<file path="src/rtl/core/mgp_pkg.sv">
// Package: shared constants and register indexes for the MED/GAP pixel coder.
package mgp_pkg;
  localparam int unsigned PixW = 16;
  localparam int unsigned CfgW = 16;
  localparam int unsigned CfgIdxW = 2;
  localparam logic [CfgIdxW-1:0] RegWidth = 2'd0;
  localparam logic [CfgIdxW-1:0] RegPred = 2'd1;
  localparam logic [CfgIdxW-1:0] RegDir = 2'd2;
  localparam logic [CfgIdxW-1:0] RegThresh = 2'd3;
  localparam logic [15:0] ThreshReset = 16'd80;
  localparam logic [16:0] PixMax = 17'd65535;

  // Neighbour set for one pixel.
  typedef struct packed {
    logic [PixW-1:0] w;
    logic [PixW-1:0] w2;
    logic [PixW-1:0] n;
    logic [PixW-1:0] nw;
    logic [PixW-1:0] ne;
    logic [PixW-1:0] n2;
    logic [PixW-1:0] ne2;
  } nbr_t;
endpackage

</file>
<file path="src/rtl/core/mgp_predict.sv">
// Predictor: MED or GAP prediction from one neighbour set, combinational.
module mgp_predict (
  input  mgp_pkg::nbr_t      nb,
  input  logic               gap_sel,
  input  logic [15:0]        thresh,
  output logic [15:0]        pred
);
  import mgp_pkg::*;

  function automatic logic [16:0] adiff(input logic [15:0] a, input logic [15:0] b);
    adiff = (a > b) ? {1'b0, a - b} : {1'b0, b - a};
  endfunction

  logic signed [18:0] grad;
  logic [15:0] g;
  logic [16:0] ad1, ad2, ad3, av1, av2, av3;
  logic signed [19:0] dh, dv, dd;
  logic signed [19:0] th;
  logic signed [17:0] hsum;
  logic signed [17:0] qdiff;
  logic signed [18:0] gsum;
  logic [15:0] med, gap;

  // MED: median of n, w and clamped gradient
  always_comb begin
    grad = $signed({3'b0, nb.n}) + $signed({3'b0, nb.w}) - $signed({3'b0, nb.nw});
    if (grad < 0) g = '0;
    else if (grad > $signed({2'b0, PixMax})) g = 16'hFFFF;
    else g = grad[15:0];
    if ((nb.n > nb.w && nb.w > g) || (nb.n < nb.w && nb.w < g)) med = nb.w;
    else if ((nb.n > nb.w && nb.n > g) || (nb.n < nb.w && nb.n < g)) med = g;
    else med = nb.n;
  end

  // GAP: gradient test then blended estimate
  always_comb begin
    ad1 = adiff(nb.w2, nb.w);
    ad2 = adiff(nb.nw, nb.n);
    ad3 = adiff(nb.n, nb.ne);
    av1 = adiff(nb.w, nb.nw);
    av2 = adiff(nb.n, nb.n2);
    av3 = adiff(nb.ne2, nb.ne);
    dh = $signed({3'b0, ad1}) + $signed({3'b0, ad2}) + $signed({3'b0, ad3});
    dv = $signed({3'b0, av1}) + $signed({3'b0, av2}) + $signed({3'b0, av3});
    dd = dv - dh;
    th = $signed({4'b0, thresh});
    hsum = $signed({1'b0, ({1'b0, nb.w} + {1'b0, nb.n}) >> 1});
    qdiff = $signed({2'b0, nb.ne}) - $signed({2'b0, nb.nw});
    // truncate toward zero
    if (qdiff < 0) qdiff = -((-qdiff) >>> 2);
    else qdiff = qdiff >>> 2;
    gsum = $signed({hsum[17], hsum}) + $signed({qdiff[17], qdiff});
    if (dd > th) gap = nb.w;
    else if (dd < -th) gap = nb.n;
    else if (gsum < 0) gap = '0;
    else if (gsum > $signed({2'b0, PixMax})) gap = 16'hFFFF;
    else gap = gsum[15:0];
  end

  assign pred = gap_sel ? gap : med;
endmodule

</file>
<file path="config.mk">
export PLATFORM = sky130hd
export DESIGN_NAME = mgp_predict
export DESIGN_NICKNAME = d
export VERILOG_FILES = /design/src/rtl/core/mgp_pkg.sv /design/src/rtl/core/mgp_predict.sv
export SDC_FILE = /design/constraint.sdc
export NUM_CORES = 1
export LEC_CHECK = 0
export BUFFER_PORTS_ARGS = -buffer_cell sky130_fd_sc_hd__buf_2
export CORE_UTILIZATION = 45
export DETAILED_ROUTE_END_ITERATION = 10
export PLACE_DENSITY_LB_ADDON = 0.3
export SYNTH_ARGS = -nofsm -noshare
export SYNTH_HDL_FRONTEND = slang
export SYNTH_SLANG_ARGS = --single-unit
</file>
<file path="constraint.sdc">
create_clock -name vclk -period 13
set_clock_uncertainty 0.1 [all_clocks]
set_input_delay 1.95 -clock vclk [all_inputs]
set_output_delay 1.95 -clock vclk [all_outputs]
set_load 0.01 [all_outputs]
</file>
# Yosys cells after proc, flatten, opt, wreduce, memory -nomap -nowiden
# Index checks and enable logic that the tools add are counted.
[classes]
addsub = 25
n_mul = 0
n_mux = 16
magnitude_cmp = 19
n_reduce_logical = 6
n_div = 0
bitwise_logic = 0
shift = 0
eq_ne = 0
[op_table]
columns = ["op", "n"]
rows = [
  ["16-bit 2-to-1 mux", 15],
  ["16-bit subtractor", 12],
  ["16-bit > comparator", 9],
  ["16-bit by 16-bit adder with 17-bit output", 4],
  ["16-bit less-than comparator", 3],
  ["17-bit by 16-bit adder with 18-bit output", 2],
  ["19-bit by 20-bit less-than comparator with 1-bit output", 1],
  ["16-bit negation with 20-bit output", 1],
  ["17-bit by 18-bit adder with 19-bit output", 1],
  ["19-bit by 17-bit > comparator with 1-bit output", 1],
  ["19-bit by 17-bit > comparator with 1-bit output (second input constant)", 1],
  ["19-bit by 1-bit less-than comparator with 1-bit output (second input constant)", 1],
  ["18-bit by 18-bit subtractor with 19-bit output", 1],
  ["18-bit by 17-bit > comparator with 1-bit output (second input constant)", 1],
  ["18-bit by 1-bit less-than comparator with 1-bit output (second input constant)", 1],
  ["18-bit 2-to-1 mux", 1],
  ["16-bit negation with 18-bit output", 1],
  ["17-bit negation with 18-bit output", 1],
  ["17-bit by 16-bit subtractor with 18-bit output", 1],
  ["17-bit by 1-bit less-than comparator with 1-bit output (second input constant)", 1],
  ["16-bit by 16-bit subtractor with 17-bit output", 1],
  ["1-bit logical AND", 4],
  ["1-bit logical OR", 2],
]
[word_totals]
input_bits = 129
mem_bits_rw = 0
n_memories = 0
elab_cells = 66
latchBits = 0
out_inout_bits = 16
ff_bits = 0
mem_bits_ro = 0

# Logic depth before layout (Yosys ltp)
# Gate-level depths: netlist of run 1.
[depth]
word_depth = 11
depth_mapped = 39

# Least setup slack after synthesis of run 1
# OpenSTA, ideal clock, no wires.
[synth_path]
path_kind = "input to output"
startpoint = "input port nb[48] (netlist bit)"
endpoint = "output port pred[3]"
t_required_ns = 10.950
cell_stages = 37
arrival_ns = 10.445
setup_slack_ns = 0.505
path_cell_list = "inv_1 -> ha_1 -> inv_1 -> fa_1 -> a21o_1 -> and4_1 -> or3_1 -> and3_1 -> o41ai_2 -> buf_2 -> clkbuf_1 -> mux2i_1 -> xnor2_1 -> fa_1 -> fa_1 -> inv_1 -> fa_1 -> inv_1 -> ha_1 -> a211oi_1 -> o21ai_0 -> and2_1 -> a21oi_1 -> o21bai_1 -> a21oi_1 -> xnor2_1 -> ha_1 -> a211oi_1 -> o211ai_1 -> a21oi_1 -> a211o_1 -> o21ai_0 -> a31oi_1 -> clkbuf_1 -> dlygate4sd1_1 -> a21oi_1 -> a311oi_1"
[synth_between]
elab_chain_len = 11
[synth_rtl]
columns = ["item", "line_no", "rtl"]
rows = [
  ["start: declaration", "mgp_predict.sv:3", "input mgp_pkg::nbr_t nb,"],
  ["16-bit by 16-bit subtractor with 17-bit output", "mgp_predict.sv:48", "qdiff = $signed({2'b0, nb.ne}) - $signed({2'b0, nb.nw});"],
  ["17-bit negation with 18-bit output", "mgp_predict.sv:50", "if (qdiff < 0) qdiff = -((-qdiff) >>> 2);"],
  ["16-bit negation with 18-bit output", "mgp_predict.sv:50", ""],
  ["18-bit 2-to-1 mux", "mgp_predict.sv:50", ""],
  ["17-bit by 18-bit adder with 19-bit output", "mgp_predict.sv:52", "gsum = $signed({hsum[17], hsum}) + $signed({qdiff[17], qdiff});"],
  ["19-bit by 17-bit > comparator with 1-bit output", "mgp_predict.sv:56", "else if (gsum > $signed({2'b0, PixMax})) gap = 16'hFFFF;"],
  ["16-bit 2-to-1 mux", "mgp_predict.sv:56", ""],
  ["16-bit 2-to-1 mux", "mgp_predict.sv:55", "else if (gsum < 0) gap = '0;"],
  ["16-bit 2-to-1 mux", "mgp_predict.sv:54", "else if (dd < -th) gap = nb.n;"],
  ["16-bit 2-to-1 mux", "mgp_predict.sv:53", "if (dd > th) gap = nb.w;"],
  ["16-bit 2-to-1 mux *", "mgp_predict.sv:60", "assign pred = gap_sel ? gap : med;"],
  ["end: declaration", "mgp_predict.sv:6", "output logic [15:0] pred"],
]
# Mark *: on every way between the ends. The rest lies on a longest branch, timed or not.

# Worst setup path after layout of run 1
[layout_path]
startpoint = "input port nb[48] (netlist bit)"
endpoint = "output port pred[13]"
# Same word-level chain as after synthesis.

==> results of run 1 <==
## final timing paths
check	from	endpoint	depth (start not counted)
min	nb[99]	pred[3]	4
max	nb[48]	pred[13]	40
## routing by layer
layer | track usage | vias up | part of all wire
li1 | - | 9109 | -
met1 | 0.438 | 9373 | 0.41
met2 | 0.630 | 786 | 0.48
met3 | 0.0318 | 188 | 0.064
met4 | 0.149 | 6 | 0.052
met5 | 0 | - | 0.00047
## cells by family after synthesis
logic type | after synthesis | synth area share
compound gates | 793 | 0.292
simple gates | 559 | 0.157
fa+ha+maj | 447 | 0.345
buf+inv | 412 | 0.0886
xor+xnor | 168 | 0.0816
mux | 63 | 0.0354
## synthesized netlist by cell type (all sizes together) (30+ instances only)
master,instances
a211oi,43
a21o,89
a21oi,208
clkbuf,59
fa,95
ha,352
inv,336
mux2i,51
nand2,103
nand3,41
nand4,42
nor2,151
nor2b,30
nor3,57
o211ai,30
o21a,30
o21ai,159
o21bai,40
xnor2,120
xor2,48
## tightest hold or removal path, stage by stage
cell,delay [ns]
buf_2,0.17
a22oi_1,0.17
a311oi_1,0.06
buf_2,0.14
## metrics by stage
stage / cells / hold WS [ns] / cell area, µm² / utilization / setup slack [ns]
6_report: 3140 / 4.35 / 20400 / 0.511 / 0.284
5_1_grt: 3138 / 4.39 / 20300 / 0.511 / -0.0304
4_1_cts: 3132 / 4.35 / 20100 / 0.504 / 0.0527
3_5_place_dp: 3132 / 4.35 / 20100 / 0.504 / -0.00374
3_3_place_gp: 3132 / 4.34 / 20100 / 0.504 / 0.188
2_1_floorplan: 2442 / 4.00 / 18300 / - / 0.505
## what timing repair did
item / in CTS / in global routing
pin swaps: 0 / 12
hold endpoints to repair: 0 / 0
buffers inserted: 0 / 6
endpoints found under the setup margin: 4 / 16
gates resized for setup: 1 / 46
hold buffers: 0 / 0
## cell type report
| class | instances | area, µm² | share of cell area |
|---|---|---|---|
| multi-input cells | 2030 | 16900 | 0.830 |
| repair buffers | 247 | 1540 | 0.0757 |
| inverters | 336 | 1260 | 0.0620 |
| well taps | 525 | 657 | 0.0323 |
| diodes | 2 | 5.00 | 0.000246 |
==> impl_results.md, run 1 <==
- Synth top area share: 0.241
- IO Port Bufs: 145
- Nets@finish: 3191
- CP top delay family: adder cells
- GPL Wtd Cong: 1.05
- Most frequent cells in the layout: ha_1, inv_1, a21oi_1
- Core Box Area: 0.0398 mm²
- Die footprint: 0.0414 mm²
- Pins Over Slew Limit: 0
- Least-Margin Pin Slew: 1.10 ns
- Delay of the slowest critical-path stage: 0.56 ns
- Critical path endpoint category: output port
- Largest net degree at the start of global routing: 29
- Fmax achieved: 78.6 MHz
- Initial antenna violation count: 4
- Startpoint Class: primary input
- Crit share post-route: 0.978
- Syn_area_per_cell: 7.47 µm²
- Final wirelength: 75900 µm
- Area leader, netlist: ha_1
- Post-layout min period: 12.72 ns
- Status: complete, no violations
- Synth Cell Area: 0.0183 mm²
- Die Width: 203 µm
- HP Class: in -> out
- Vias: 19462
- YS warnings: 0
- Router iterations before antenna repair: 5
- Setup tns final: 0 ns
- Crit path DAT: 10.67 ns
- CP required: 10.95 ns
- Most common cell on crit path: buf_4
- Rows: 73
- Die height: 203 µm
- Area grow syn2layout: 11.5%
- Layout cells sized above 1: 0.138
- Final setup fails: 0
- Clock buffer cells: 0
- Post-Syn Instances: 2442
- MaxCap Viol Count: 0
- Drt drc: 0
- WL/cell: 24.2 µm
- Number of I/O pins: 145
- Via density: 6.20
- Initial core utilization: 0.458
- Sum of buffers and inverters on the critical path: 12
- DRT iter0 DRCs: 1665
- Syn Nets: 3018
- Largest cells by area after synthesis: ha_1, fa_1, inv_1, xnor2_1, a21oi_1
- Slew margin rel.: 0.247
- Storage element area: 0 µm²
- Yosys cell types: 100
- Sequential cell count: 0
- First-pass GRT wire length: 112000 µm
- Vias in the first global route: 18762
- Hpwl dp: 65000 µm
- Crit Path Category: in -> out
- Antenna Nets Post-Route: 0
- Hold Vio Cnt, Final: 0
- Grt ovf: 0
- Sequential area share after synthesis: 0
- CP max FO: 19
- Commonest non-fill, non-tap cell in the layout: ha_1
- Fillers: 3945
- GRT Overall Usage: 0.356
- CP max-delay cell: or4_1
Power of run 1 is not shown: default switching activity piles up to over one toggle a cycle in this logic, so the estimate is an artifact.
==> run 2: changes to the inputs <==
- BUFFER_PORTS_ARGS: -buffer_cell sky130_fd_sc_hd__buf_2 -> -buffer_cell sky130_fd_sc_hd__buf_4
- RECOVER_POWER: not set -> 50
==> run 2 against run 1 <==
Effect of this change: first-iteration DRC count fell by 2.0%; core utilization is 0.42 points higher; wire length rose by 0.45%; die area unchanged; critical path depth decreased by 2; global-route usage is 0.31 points higher; sequential share of layout area did not move; highest routed layer is now met4; clock-buffer cell count is the same; critical path type unchanged; non-clock buffer count fell by 20; worst setup slack worse by 0.0059 ns; maximum frequency hardly changed; final cell count down 0.67%.
==> impl_results.md, run 2 (synthesis gave the netlist of run 1 again) <==
- Status: complete, no violations
- Final setup fails: 0
- Most common cell on crit path: buf_4
- WL/cell: 24.4 µm
- Largest net degree at the start of global routing: 29
- Post-layout min period: 12.72 ns
- Most frequent cells in the layout: ha_1, inv_1, buf_4
- GPL Wtd Cong: 1.01
- Grt ovf: 0
- Worst hold slack: 4.31 ns
- Gr busiest metal: met2
- Crit path DAT: 10.67 ns
- Die height: 203 µm
- GRT Overall Usage: 0.359
- Delay of the slowest critical-path stage: 0.57 ns
- Met3 global-route usage: 0.0495
- HP Class: in -> out
- Slew margin rel.: 0.238
- Router iterations before antenna repair: 5
- MaxCap Viol Count: 0
- Post-route setup slack: 0.278 ns
- Final Core Density: 0.515
- Crit Path Category: in -> out
- Met1 usage: 0.438
- Vias in the first global route: 19300
- Commonest non-fill, non-tap cell in the layout: ha_1
- Via density: 6.23
- Place WS: 0.0796 ns
- DRT iter0 DRCs: 1632
- Sequential cell count: 0
- Core Box Area: 0.0398 mm²
- Vias: 19423
- Pins Over Slew Limit: 0
- Clock buffer cells: 0
- CP max-delay cell: fa_1
- Layout cells sized above 1: 0.126
- Antenna Nets Post-Route: 0
- Setup crit end: pred[10]
- Initial antenna violation count: 1
- Crit share post-route: 0.979
- Rows: 73
- CP max FO: 28
- Fmax achieved: 78.6 MHz
- Worst setup startpoint: nb[96]
- Critical path endpoint category: output port
- Fillers: 4062
- Storage element area: 0 µm²
- Initial core utilization: 0.458
- Die Width: 203 µm
- GRT met2 Usage: 0.611
- Die footprint: 0.0414 mm²
- Area grow syn2layout: 12.4%
- CP required: 10.95 ns
- Hpwl dp: 64600 µm
- Least-Margin Pin Slew: 1.14 ns
- Nets@finish: 3171
- Drt drc: 0
- Startpoint Class: primary input
- First-pass GRT wire length: 113000 µm
- Final wirelength: 76200 µm
- IO Port Bufs: 145
- Hold Vio Cnt, Final: 0
- Number of I/O pins: 145
## run 2: cell types whose count changed in the layout (fill, tap and decap cells not counted), moves of 2 or more
cell	change
a311oi_1	-2
a311oi_2	+2
buf_12	+2
buf_2	-145
buf_4	+123
buf_6	-2
ha_1	+2
ha_2	-2
o221ai_1	+2
o221ai_2	-2
xnor2_1	+5
xnor2_2	-5
## run 2: through the flow
stage	area, µm²	std cells	TNS (ns)
floorplan	18300	2442	0
global placement	20300	3112	0
detailed placement	20300	3112	0
CTS	20300	3112	0
global route	20500	3118	-0.687
finish	20500	3119	0
## run 2: worst min path at each step
| stage | from | to | slack, ns | cells after the start |
|---|---|---|---|---|
| 2_1_floorplan | nb[110] | pred[14] | 4.00 | 2 |
| 3_3_place_gp | nb[100] | pred[4] | 4.29 | 4 |
| 3_5_place_dp | nb[100] | pred[4] | 4.29 | 4 |
| 4_1_cts | nb[100] | pred[4] | 4.30 | 4 |
| 5_1_grt | nb[100] | pred[4] | 4.33 | 4 |
| 6_report | nb[100] | pred[4] | 4.31 | 4 |
## run 2: final cells by class
cell class / instances / area (µm²) / area share
multi-input combinational: 2030 / 16800 / 0.819
timing repair buffer: 227 / 1800 / 0.0875
inverter: 336 / 1260 / 0.0615
tap: 525 / 657 / 0.0320
antenna: 1 / 2.50 / 0.000122
## run 2: timing repair
item / CTS / global route
resized for setup: 0 / 31
hold buffers: 0 / 0
setup endpoints to repair: 0 / 16
setup buffers: 0 / 5
## run 2: layer usage
metal,vias up,share of wire
met1,9295,0.40
met3,198,0.081
met5,-,0
met2,865,0.46
met4,0,0.060
li1,9065,-
## run 2: worst max-delay path: cells and delay by family
family / cells / cell delay (ns)
and+or+nand+nor: 5 / 1.14
AOI/OAI and AO/OA: 13 / 2.29
adders and majority gates: 7 / 2.78
buffers and inverters: 10 / 1.55
xor gates and xnor gates: 2 / 0.67
muxes: 1 / 0.28
Power of run 2 is left out for the same reason.
